## src/rtl/core/rc6_pkg.sv

```systemverilog
// Shared types, constants and helper functions for the RC6 block cipher.
package rc6_pkg;

	localparam int WORD_W     = 32;
	localparam int ROUNDS_DEF = 20;
	localparam int KEY_WORDS  = 4;
	localparam int CFG_IDX_W  = 4;

	localparam logic [WORD_W-1:0] MAGIC_P = 32'hB7E15163;
	localparam logic [WORD_W-1:0] MAGIC_Q = 32'h9E3779B9;

	// fixed rotations: round function and key schedule
	localparam logic [4:0] LG_W   = 5'd5;
	localparam logic [4:0] ROT_KS = 5'd3;

	typedef struct packed {
		logic              operation;
		logic [WORD_W-1:0] word_a;
		logic [WORD_W-1:0] word_b;
		logic [WORD_W-1:0] word_c;
		logic [WORD_W-1:0] word_d;
	} in_beat_t;

	typedef struct packed {
		logic [WORD_W-1:0] out_a;
		logic [WORD_W-1:0] out_b;
		logic [WORD_W-1:0] out_c;
		logic [WORD_W-1:0] out_d;
	} out_beat_t;

	// datapath operations issued by the controller
	typedef enum logic [3:0] {
		CMD_NONE,
		CMD_LOAD,
		CMD_FILL,
		CMD_MIX_A,
		CMD_MIX_B,
		CMD_PRE,
		CMD_MUL,
		CMD_ROUND,
		CMD_POST
	} cmd_op_t;

	typedef struct packed {
		cmd_op_t    op;
		logic [1:0] mix_j;
	} cmd_t;

	typedef enum logic [3:0] {
		ST_IDLE,
		ST_FILL,
		ST_MIX_RD,
		ST_MIX_A,
		ST_MIX_B,
		ST_PRE_RD,
		ST_PRE,
		ST_MUL,
		ST_RND,
		ST_POST_RD,
		ST_POST
	} state_t;

	function automatic logic [WORD_W-1:0] rotl32(input logic [WORD_W-1:0] x,
		input logic [4:0] n);
		logic [2*WORD_W-1:0] w;
		w = {x, x} << n;
		return w[2*WORD_W-1:WORD_W];
	endfunction

	function automatic logic [WORD_W-1:0] rotr32(input logic [WORD_W-1:0] x,
		input logic [4:0] n);
		logic [2*WORD_W-1:0] w;
		w = {x, x} >> n;
		return w[WORD_W-1:0];
	endfunction

	// f(x) = rotl(x * (2x + 1), 5), low 32 bits of the product
	function automatic logic [WORD_W-1:0] rc6_f(input logic [WORD_W-1:0] x);
		logic [WORD_W-1:0] m;
		logic [WORD_W-1:0] p;
		m = {x[WORD_W-2:0], 1'b1};
		p = x * m;
		return rotl32(p, LG_W);
	endfunction

endpackage

```

## src/rtl/core/rc6_ctrl.sv

```systemverilog
// RC6 controller: sequences key schedule, rounds and the result beat.
module rc6_ctrl #(
	parameter int ROUNDS = rc6_pkg::ROUNDS_DEF
) (
	input  logic                                 clk,
	input  logic                                 arst_n,
	input  logic                                 cfg_we,
	input  logic [rc6_pkg::CFG_IDX_W-1:0]        cfg_index,
	input  logic                                 blk_valid,
	input  logic                                 blk_op,
	output logic                                 blk_stall,
	output logic                                 res_valid,
	input  logic                                 res_stall,
	output rc6_pkg::cmd_t                        cmd,
	output logic [$clog2(2*ROUNDS+4)-1:0]        key_idx,
	output logic [$clog2(ROUNDS+2)-1:0]          rd_addr
);

	import rc6_pkg::*;

	localparam int NKEYS   = 2 * ROUNDS + 4;
	localparam int KIDX_W  = $clog2(NKEYS);
	localparam int BADDR_W = $clog2(ROUNDS + 2);
	localparam int STEPS   = 3 * NKEYS;
	localparam int STEP_W  = $clog2(STEPS);

	localparam logic [KIDX_W-1:0]  IDX_LAST  = KIDX_W'(NKEYS - 1);
	localparam logic [STEP_W-1:0]  STEP_LAST = STEP_W'(STEPS - 1);
	localparam logic [BADDR_W-1:0] RND_LAST  = BADDR_W'(ROUNDS);
	localparam logic [BADDR_W-1:0] RND_FIRST = BADDR_W'(1);
	localparam logic [BADDR_W-1:0] WHT_ADDR  = BADDR_W'(ROUNDS + 1);

	state_t              state_q, state_nx;
	logic [KIDX_W-1:0]   idx_q, idx_nx;
	logic [1:0]          j_q;
	logic [STEP_W-1:0]   step_q;
	logic [BADDR_W-1:0]  rnd_q;
	logic                keys_ready_q, dec_q, res_valid_q;
	logic                blk_acc, res_free, cfg_hit, idx_last, step_last, rnd_last;
	logic [BADDR_W-1:0]  pre_addr, post_addr;

	assign blk_acc   = blk_valid && !blk_stall;
	assign res_free  = !res_valid_q || !res_stall;
	assign cfg_hit   = cfg_we && (cfg_index < CFG_IDX_W'(KEY_WORDS));
	assign idx_last  = (idx_q == IDX_LAST);
	assign idx_nx    = idx_last ? '0 : idx_q + KIDX_W'(1);
	assign step_last = (step_q == STEP_LAST);
	assign rnd_last  = dec_q ? (rnd_q == RND_FIRST) : (rnd_q == RND_LAST);
	assign pre_addr  = dec_q ? WHT_ADDR : '0;
	assign post_addr = dec_q ? '0 : WHT_ADDR;
	assign blk_stall = (state_q != ST_IDLE);
	assign res_valid = res_valid_q;

	// next state
	always_comb begin
		state_nx = state_q;
		case (state_q)
			ST_IDLE: begin
				if (blk_valid) begin
					state_nx = keys_ready_q ? ST_PRE_RD : ST_FILL;
				end
			end
			ST_FILL: begin
				if (idx_last) begin
					state_nx = ST_MIX_RD;
				end
			end
			ST_MIX_RD:  state_nx = ST_MIX_A;
			ST_MIX_A:   state_nx = ST_MIX_B;
			ST_MIX_B:   state_nx = step_last ? ST_PRE_RD : ST_MIX_A;
			ST_PRE_RD:  state_nx = ST_PRE;
			ST_PRE:     state_nx = ST_MUL;
			ST_MUL:     state_nx = ST_RND;
			ST_RND:     state_nx = rnd_last ? ST_POST_RD : ST_MUL;
			ST_POST_RD: state_nx = ST_POST;
			ST_POST: begin
				if (res_free) begin
					state_nx = ST_IDLE;
				end
			end
			default:    state_nx = ST_IDLE;
		endcase
	end

	// datapath commands and round key read address
	always_comb begin
		cmd.op    = CMD_NONE;
		cmd.mix_j = j_q;
		key_idx   = idx_q;
		rd_addr   = '0;
		case (state_q)
			ST_IDLE: begin
				if (blk_valid) begin
					cmd.op = CMD_LOAD;
				end
			end
			ST_FILL:   cmd.op = CMD_FILL;
			ST_MIX_RD: rd_addr = idx_q[KIDX_W-1:1];
			ST_MIX_A:  cmd.op = CMD_MIX_A;
			ST_MIX_B: begin
				cmd.op  = CMD_MIX_B;
				rd_addr = idx_nx[KIDX_W-1:1];
			end
			ST_PRE_RD: rd_addr = pre_addr;
			ST_PRE:    cmd.op = CMD_PRE;
			ST_MUL: begin
				cmd.op  = CMD_MUL;
				rd_addr = rnd_q;
			end
			ST_RND:     cmd.op = CMD_ROUND;
			ST_POST_RD: rd_addr = post_addr;
			ST_POST: begin
				rd_addr = post_addr;
				if (res_free) begin
					cmd.op = CMD_POST;
				end
			end
			default: begin
			end
		endcase
	end

	// state, counters, key status and result valid
	always_ff @(posedge clk or negedge arst_n) begin
		if (!arst_n) begin
			state_q      <= ST_IDLE;
			idx_q        <= '0;
			j_q          <= '0;
			step_q       <= '0;
			rnd_q        <= '0;
			keys_ready_q <= 1'b0;
			dec_q        <= 1'b0;
			res_valid_q  <= 1'b0;
		end else begin
			state_q <= state_nx;
			case (state_q)
				ST_IDLE: begin
					if (blk_acc) begin
						dec_q  <= blk_op;
						idx_q  <= '0;
						j_q    <= '0;
						step_q <= '0;
					end
				end
				ST_FILL: idx_q <= idx_nx;
				ST_MIX_B: begin
					idx_q  <= idx_nx;
					j_q    <= j_q + 2'd1;
					step_q <= step_q + STEP_W'(1);
				end
				ST_PRE:  rnd_q <= dec_q ? RND_LAST : RND_FIRST;
				ST_RND:  rnd_q <= dec_q ? rnd_q - BADDR_W'(1) : rnd_q + BADDR_W'(1);
				default: begin
				end
			endcase
			// drop key status on any key write, set it once mixing ends
			if (cfg_hit) begin
				keys_ready_q <= 1'b0;
			end else if (state_q == ST_MIX_B && step_last) begin
				keys_ready_q <= 1'b1;
			end
			// hold the result beat until it is taken
			if (state_q == ST_POST && res_free) begin
				res_valid_q <= 1'b1;
			end else if (!res_stall) begin
				res_valid_q <= 1'b0;
			end
		end
	end

	// a result beat only appears from the final whitening step
	assert property (@(posedge clk) disable iff (!arst_n)
		(res_valid_q && !$past(res_valid_q)) |-> $past(state_q == ST_POST))
		else $error("result beat raised outside final step");

	// whitening never starts on stale round keys
	assert property (@(posedge clk) disable iff (!arst_n)
		(state_q == ST_PRE_RD) |-> keys_ready_q)
		else $error("cipher started with stale round keys");

	// round counter stays within the round range
	assert property (@(posedge clk) disable iff (!arst_n)
		(state_q == ST_RND) |-> (rnd_q != '0 && rnd_q <= RND_LAST))
		else $error("round counter out of range");

	// key index stays inside the round key table while filling and mixing
	assert property (@(posedge clk) disable iff (!arst_n)
		(state_q == ST_MIX_A || state_q == ST_FILL) |-> (idx_q <= IDX_LAST))
		else $error("key index beyond round key table");

endmodule

```

## config.mk

```make
export PLATFORM = sky130hd
export DESIGN_NAME = rc6_ctrl
export DESIGN_NICKNAME = d
export VERILOG_FILES = /design/src/rtl/core/rc6_pkg.sv /design/src/rtl/core/rc6_ctrl.sv
export SDC_FILE = /design/constraint.sdc
export NUM_CORES = 1
export LEC_CHECK = 0
export BUFFER_PORTS_ARGS = -buffer_cell sky130_fd_sc_hd__buf_2
export CAP_MARGIN = 10
export CORE_ASPECT_RATIO = 0.9
export CORE_MARGIN = 5
export CORE_UTILIZATION = 51
export DETAILED_ROUTE_END_ITERATION = 6
export HOLD_SLACK_MARGIN = 0.1
export PLACE_DENSITY = 0.73
export SYNTH_ARGS = -nofsm -noshare
export SYNTH_HDL_FRONTEND = slang
export SYNTH_SLANG_ARGS = --single-unit
```

## constraint.sdc

```tcl
create_clock -name clk -period 1.9 [get_ports clk]
set_input_delay 0.19 -clock clk [delete_from_list [all_inputs] [get_ports clk]]
set_output_delay 0.19 -clock clk [all_outputs]
set_load 0.05 [all_outputs]
```

Word level (Yosys, flattened, before mapping)
Cells that the tools add are included.

Add/subtract/negate cells: 5. Magnitude comparators: 1. Equal/unequal tests: 19. Multiplexer cells: 28. Reduce and logical (&&, ||, !) cells: 20.

Operators by type and width (number): case mux 4 bit (11 select lines) (1); case mux 4 bit (8 select lines) (1); case mux 5 bit (5 select lines) (1); 2-to-1 mux 4 bit (5); 2-to-1 mux 5 bit (4); == test 4 x 3 -> 1 bit (second input constant) (4); case mux 8 bit (2 select lines) (1); == test 4 bit (second input constant) (3); 2-to-1 mux 6 bit (2); case mux 6 bit (2 select lines) (1); case mux 5 bit (2 select lines) (1); adder 8 x 1 -> 8 bit (second input constant) (1); == test 4 x 2 -> 1 bit (second input constant) (2); == test 8 bit (second input constant) (1); 2-to-1 mux 8 bit (1); inequality test 2 bit (second input constant) (4); nonzero test 2 bit (4); adder 6 x 1 -> 6 bit (second input constant) (1); == test 6 bit (second input constant) (1); 2-to-1 mux 1 bit (6); 2-to-1 mux 3 bit (2); AND reduction 2 bit (3); adder 5 x 1 -> 5 bit (second input constant) (1); == test 5 x 1 -> 1 bit (second input constant) (1); other kinds (15) (21).

Register bits: 28. Input bits: 10. Output and inout bits: 19.

Longest topological paths before layout
Gate-level depths: netlist (run 1).

Word-level depth: 5. Mapped depth: 6.

Least setup slack after synthesis (run 1)
Ideal clock, no wire load.

Path kind: register -> output. Start: reg idx_q[0] (netlist: key_idx[0]). End: out rd_addr[4]. Arrival time: 2218 ps. Path slack: -508 ps. Stages on the path, launching flop included: 6. Buffers on the path: 0. Cells stage by stage: dfrtp_1 > ha_1 > nor4bb_1 > nand2_1 > o21ai_0 > o221ai_1.

Word-level cells in the longest chain between the ends: 3. Elaborated cells between the ends (all ways): 4. Classes of those cells: add/sub (1); eq/ne (1); mux (2).

Ends and longest elaborated chain: from (decl) (line rc6_ctrl.sv:34) `logic [KIDX_W-1:0] idx_q, idx_nx;`; from (signal assigned) (line rc6_ctrl.sv:145) `ST_FILL: idx_q <= idx_nx;`; from (signal assigned) (line rc6_ctrl.sv:147) `idx_q <= idx_nx;`; adder 6 x 1 -> 6 bit / == test 6 bit (equally long branches) (line rc6_ctrl.sv:46, rc6_ctrl.sv:45); 2-to-1 mux 6 bit (*) (line rc6_ctrl.sv:46) `assign idx_nx = idx_last ? '0 : idx_q + KIDX_W'(1);`; case mux 5 bit (5 select lines) (*) (line rc6_ctrl.sv:91) `case (state_q)`; to (decl) (line rc6_ctrl.sv:16) `output logic [$clog2(ROUNDS+2)-1:0] rd_addr`.

Mark *: on every way between the ends. The rest lies on a longest branch, timed or not.

Worst setup path in the final report (run 1)
Start: reg state_q[2]. End: out rd_addr[1].

Word-level cells in the longest chain between the ends: 3. Elaborated cells between the ends (all ways): 8. Classes of those cells: eq/ne (6); mux (1); reduce/logical (1).

Ends and longest elaborated chain: from (decl) (line rc6_ctrl.sv:33) `state_t state_q, state_nx;`; from (signal assigned) (line rc6_ctrl.sv:135) `state_q <= state_nx;`; == test 4 bit (line rc6_ctrl.sv:91); OR reduction 2 bit (no line); case mux 5 bit (5 select lines) (*) (line rc6_ctrl.sv:91).

Marks and branches as above.

==> results of run 1 <==
==> report_power, final <==
part | switching, mW | internal (mW) | total, mW
Sequential | 0.307 | 0.794 | 1.10
Combinational | 1.80 | 1.31 | 3.11
Clock | 0.203 | 0.283 | 0.485
==> cell usage in the layout (no fill, tap or decap), types with 4 or more instances in the layout <==
master and n:
o21ai_0 18, dfrtp_1 19, nand2_1 23, nand3_1 7, a21oi_1 8, nand2b_1 4
ha_1 5, inv_1 4, nor2b_1 4, buf_4 30, dfrtp_2 9, a22oi_1 4
buf_2 17, nor2_1 16, buf_6 7
==> final timing paths <==
| path | endpoint | slack, ns | depth (start not counted) |
|---|---|---|---|
| min | dec_q | 0.14 | 2 |
| max in group asynchronous | state_q[1] | 0.98 | 2 |
| min in group asynchronous | rnd_q[1] | 0.46 | 2 |
| max reg2reg | j_q[1] | 0.10 | 6 |
| max | rd_addr[1] | -0.02 | 5 |
| min reg2reg | step_q[7] | 0.51 | 1 |
==> flip-flops by register name, indices dropped and copies added, names as in the netlist <==
register	cells
key_idx	6
res_valid	1
j_q	2
rnd_q	5
keys_ready_q	1
state_q	4
dec_q	1
step_q	8
==> logic make-up after synthesis <==
| group | after synthesis | synth area share [%] |
|---|---|---|
| AO/OA/AOI/OAI | 69 | 23.62 |
| adder cells (fa/ha/maj) | 6 | 3.893 |
| buffers and inverters | 17 | 3.893 |
| XOR/XNOR | 7 | 3.180 |
| multiplexers | 4 | 2.141 |
| AND/OR/NAND/NOR | 91 | 26.93 |
| flip-flops | 28 | 36.34 |
==> layer usage <==
metal  vias to the layer above  GRT usage, %  wire length (um)
met5                         -             0                 0
met4                         0         8.667               123
met3                        12         2.790               314
met2                        74         34.98              2587
met1                       938         30.55              2484
li1                        921             -                 -
==> worst max-delay path, cell delays in order (launching register included) <==
cell,delay (ns)
dfrtp_1,0.46
buf_8,0.22
nor4b_4,0.33
nand3_1,0.16
o21ai_2,0.10
buf_6,0.17
==> repair_timing <==
item | CTS | global route
pin swaps | 5 | 7
endpoints found under the hold margin | 29 | 0
setup endpoints to repair | 9 | 10
buffers inserted | 6 | 5
hold buffers | 2 | 0
resized for setup | 29 | 27
==> final cells by class <==
cell class                 instances  area, um2  area share (%)
clock inverter                     1      30.03           1.135
sequential                        28      711.9           26.90
multi-input combinational        177       1316           49.74
inverter                           4      15.01          0.5674
tap                               46      57.56           2.175
clock buffer                       3      41.29           1.560
timing repair buffer              60      474.2           17.92
==> cell usage after synthesis (2+ instances only) <==
| cell type | n |
|---|---|
| nor2b_1 | 7 |
| dfrtp_1 | 28 |
| nand2b_1 | 4 |
| xor2_1 | 2 |
| nand3_1 | 9 |
| nor2_1 | 18 |
| nand3b_1 | 2 |
| and3_1 | 3 |
| inv_1 | 4 |
| or4b_1 | 2 |
| mux2i_1 | 3 |
| buf_2 | 5 |
| o22ai_1 | 4 |
| o32ai_1 | 2 |
| nand4_1 | 3 |
| o21bai_1 | 2 |
| or2_2 | 2 |
| nand4b_1 | 2 |
| a21o_1 | 3 |
| nor3_1 | 3 |
| o211ai_1 | 2 |
| clkbuf_1 | 6 |
| a31oi_1 | 2 |
| a21oi_1 | 9 |
| o2bb2ai_1 | 3 |
| o221ai_1 | 2 |
| a2bb2oi_1 | 2 |
| a22oi_1 | 5 |
| and2_1 | 3 |
| nand2_1 | 24 |
| a22o_1 | 3 |
| xnor2_1 | 5 |
| ha_1 | 6 |
| o21ai_0 | 22 |
==> through the flow <==
step	utilization, %	cells	setup TNS (ns)	setup WS (ns)
after floorplan	-	222	-0.1425	-0.1425
after global routing	71.94	319	-0.4575	-0.1202
after detailed placement	61.80	302	0	0.07906
after CTS	68.20	314	-0.03231	-0.03231
final	71.94	319	-0.05387	-0.02366
after global placement	61.80	302	0	0.1017
==> metrics.cfg, run 1 <==
[sta]
min_period_over_period_pct=101.2
fmax_mhz=519.8
min_period_ns=1.924
rsz0062_at_grt=yes
tightest_slew_ns=0.6316
clock_skew_ns=0.004096
holdWs_ns=0.1373
max-slew-margin-rel_pct=57.89
drv_slew=0
finalWorstSetupSlack_ns=-0.02366
hold_viol_final=0
final-setup-viol-count=3

[power]
p_per_area_mw_per_mm2=1774
p_leak_nw=1.147
irDropWorstVdd_uv=1314
power.total_mw=4.696

[grt]
grt_antenna_before_repair=0
grt_pass1_wl_mm=8.659
grt_use_total_pct=22.05
grt-ovfl-total=0
grt_pass1_vias=1827
grt_max_degree=29

[worst_hold_path]
hp-start=blk_op
hp-class=in2reg

[logic_synthesis]
async_reset_ff_share_pct=100.0
yosys.area.top_type_share_pct=36.34
synthFlopType=dfrtp_1
synth_area_mm2=0.001928
syn-num-nets=238
synth_area_per_cell_um2=8.685
synth-edff-count=0
yosys.cell_types.count=54
synth_top_area_cell=dfrtp_1
syn-instance-count=222
yosys_warnings=0
seq_area_frac_synth_pct=36.34
ys_ff_latch=28
synth.area.top_cells=dfrtp_1, o21ai_0, nand2_1, ha_1, nor2_1

[worst_setup_path]
arrival_ns=1.73
crit_start=state_q[2]
required_ns=1.71
r2r_start=state_q[2]
critical_path_class=reg2out
end_kind=output pin
crit_path_start_kind=flop
crit_path_max_fanout=17

[die]
num_rows=21
die_area_mm2=0.005112
die_h_um=68.33
num_io_pins=29
start_util_pct=52.41
core-area_mm2=0.003679
die_w_um=74.81

[placement]
io_buffers=26
place_congestion=0.9006
place_area_mm2=0.002273
dpl.hpwl_mm=3.590

[clock_tree]
tritoncts=done
cts_buffer_depth=2
htree_levels=1
cts_made_buffers=3
clock_latency_ns=0.28
clk_pin_slew_ns=0.10
clkSinkCount=28
cts_root_buf=clkbuf_8

[job]
maxCapViolations=0

[layout]
final.fill_count=273
nets=290
drive_above_1_share_pct=38.46
syn_to_final_growth_pct=37.25
diodes=0
final_area_mm2=0.002646

[drt]
drcViolationCount=0
wl_per_cell_um=17.27
firstDrtPassIters=4
ant_nets=0
wl_mm=5.510
drt_iter0_drc=136
num_vias=1945
viasPerCell=6.097

[outcome]
failed_checks=setup timing
outcome=complete, but fails checks

No activity file was read; power rests on OpenSTA's default activity.
==> run 2: changes to the inputs <==
- CTS_BUF_LIST: not set -> sky130_fd_sc_hd__clkbuf_4
==> metrics.cfg, run 2 (same netlist as run 1, synthesis figures left out) <==
[outcome]
outcome=complete, but fails checks
failed_checks=setup timing

[drt]
drt_iter0_drc=148  ; +8.8%
wl_mm=6.188  ; +12%
num_vias=2065  ; +6.2%
ant_nets=0  ; unchanged
firstDrtPassIters=4  ; unchanged
wl_per_cell_um=18.64  ; +7.9%
viasPerCell=6.220  ; +2.0%
drcViolationCount=0  ; unchanged

[grt]
grt_antenna_before_repair=0  ; unchanged
grt_pass1_vias=1960  ; +7.3%
grt_pass1_wl_mm=9.101  ; +5.1%
grt-ovfl-total=0  ; unchanged
grt_use_total_pct=23.32  ; +1.3 points
grt_max_degree=29  ; unchanged

[layout]
largest_register=step_q
post-route-util_pct=77.35  ; +5.4 points
mostFrequentLayoutCells=buf_4, nand2_1, dfrtp_1, o21ai_0
nets=303  ; +4.5%
drive_above_1_share_pct=43.71  ; +5.2 points
largest_register_ffs=8  ; unchanged
layout_commonest_cell=buf_4
diodes=0  ; unchanged
syn_to_final_growth_pct=47.57

[sta]
fmax_mhz=488.0  ; -6.1%
min_period_ns=2.049  ; +0.1254 ns
final-setup-viol-count=8  ; +5
tightest_slew_ns=0.6526  ; +0.02097 ns
min_period_over_period_pct=107.8  ; +6.6 points
clock_skew_ns=0.01700  ; +0.01290 ns
hold_viol_final=0  ; unchanged
rsz0062_at_grt=yes
drv_slew=0  ; unchanged
max-slew-margin-rel_pct=56.49  ; -1.4 points
finalWorstSetupSlack_ns=-0.1491  ; -0.1254 ns

[clock_tree]
clk_pin_slew_ns=0.18  ; +0.08 ns
cts_buffer_depth=2  ; unchanged
cts_root_buf=clkbuf_4
cts_made_buffers=3  ; unchanged
htree_levels=1  ; unchanged
tritoncts=done
clkSinkCount=28  ; unchanged
clock_latency_ns=0.36  ; +0.08 ns

[worst_setup_path]
crit_path_start_kind=flop
arrival_ns=1.86  ; +0.13 ns
max_stage_delay_ns=0.49  ; +0.03 ns
crit_path_max_fanout=14  ; -3
required_ns=1.71  ; about the same
critical_path_class=reg2out
crit_slowest_cell=dfrtp_2
worstPathCellList=buf_12, nor2_1, o2bb2ai_1, a32oi_2, o32ai_4, buf_6
end_kind=output pin

[power]
irDropWorstVdd_uv=1332  ; +1.4%
power.total_mw=5.114  ; +8.9%
p_leak_nw=1.227  ; +6.9%
p_per_area_mw_per_mm2=1797  ; +1.3%

[worst_hold_path]
hp-class=in2reg

[placement]
dpl.hpwl_mm=3.590  ; unchanged
io_buffers=26  ; unchanged
place_ws_ns=0.07906  ; unchanged
place_congestion=0.9006  ; unchanged

[die]
die_w_um=74.81  ; unchanged
core-area_mm2=0.003679  ; unchanged
num_rows=21  ; unchanged
start_util_pct=52.41  ; unchanged
num_io_pins=29  ; unchanged
die_area_mm2=0.005112  ; unchanged
die_h_um=68.33  ; unchanged

[job]
maxCapViolations=0  ; unchanged

==> run 2: area by class of cell <==
| cell class | count | area (um2) |
|---|---|---|
| fill | 219 | 833.3 |
| tap | 46 | 57.56 |
| multi-input combinational | 177 | 1389 |
| inverter | 4 | 15.01 |
| timing repair buffer | 73 | 619.3 |
| clock buffer | 3 | 22.52 |
| sequential | 28 | 711.9 |
| clock inverter | 1 | 30.03 |
==> run 2: metrics by stage <==
step	area [um2]	setup TNS (ns)	cells	hold WS, ns
global route	2845	-1.135	332	0.1438
floorplan	1988	-0.1425	222	-0.1056
CTS	2621	-0.3002	324	0.1135
global placement	2273	0	302	0.2485
finish	2845	-0.5645	332	0.1136
detailed placement	2273	0	302	0.2476
==> run 2: repair_timing <==
action                                  4_1_cts  5_1_grt
endpoints found under the hold margin        30        0
hold buffers                                  3        0
pin swaps                                     8        8
endpoints found under the setup margin       10       13
resized for setup                            43       40
setup buffers                                14        8
cloned                                        1        0
==> run 2: final timing paths <==
| path | from | to | slack [ns] | depth (start not counted) |
|---|---|---|---|---|
| worst min register to register | j_q[1] | j_q[1] | 0.51 | 1 |
| min in group asynchronous | arst_n | key_idx[5] | 0.36 | 2 |
| worst min-delay path | cfg_index[3] | keys_ready_q | 0.11 | 3 |
| worst max register to register | state_q[3] | dec_q | 0.02 | 7 |
| max in group asynchronous | arst_n | state_q[1] | 1.05 | 2 |
| worst max-delay path | state_q[0] | rd_addr[0] | -0.15 | 6 |
==> run 2: worst max-delay path, delay by kind of cell, from the launching register on <==
family                 cells  cell delay [ns]
buffers and inverters      2             0.38
DFF                        1             0.49
and+or+nand+nor            1             0.18
AOI/OAI and AO/OA          3             0.46
==> run 2: power by group <==
group	internal (mW)	switching, mW	leakage [nW]	total [mW]
logic	1.59	1.97	0.842	3.56
registers	0.793	0.338	0.357	1.13
clock network	0.214	0.207	0.0279	0.421
total	2.60	2.51	1.23	5.11
==> run 2: routing by layer <==
layer	up-vias	global-route usage, %	wire length (um)
met1	991	30.73	2620
met3	18	3.818	442
met2	104	37.61	2930
li1	952	-	-
met5	-	0	0
met4	0	10.44	194
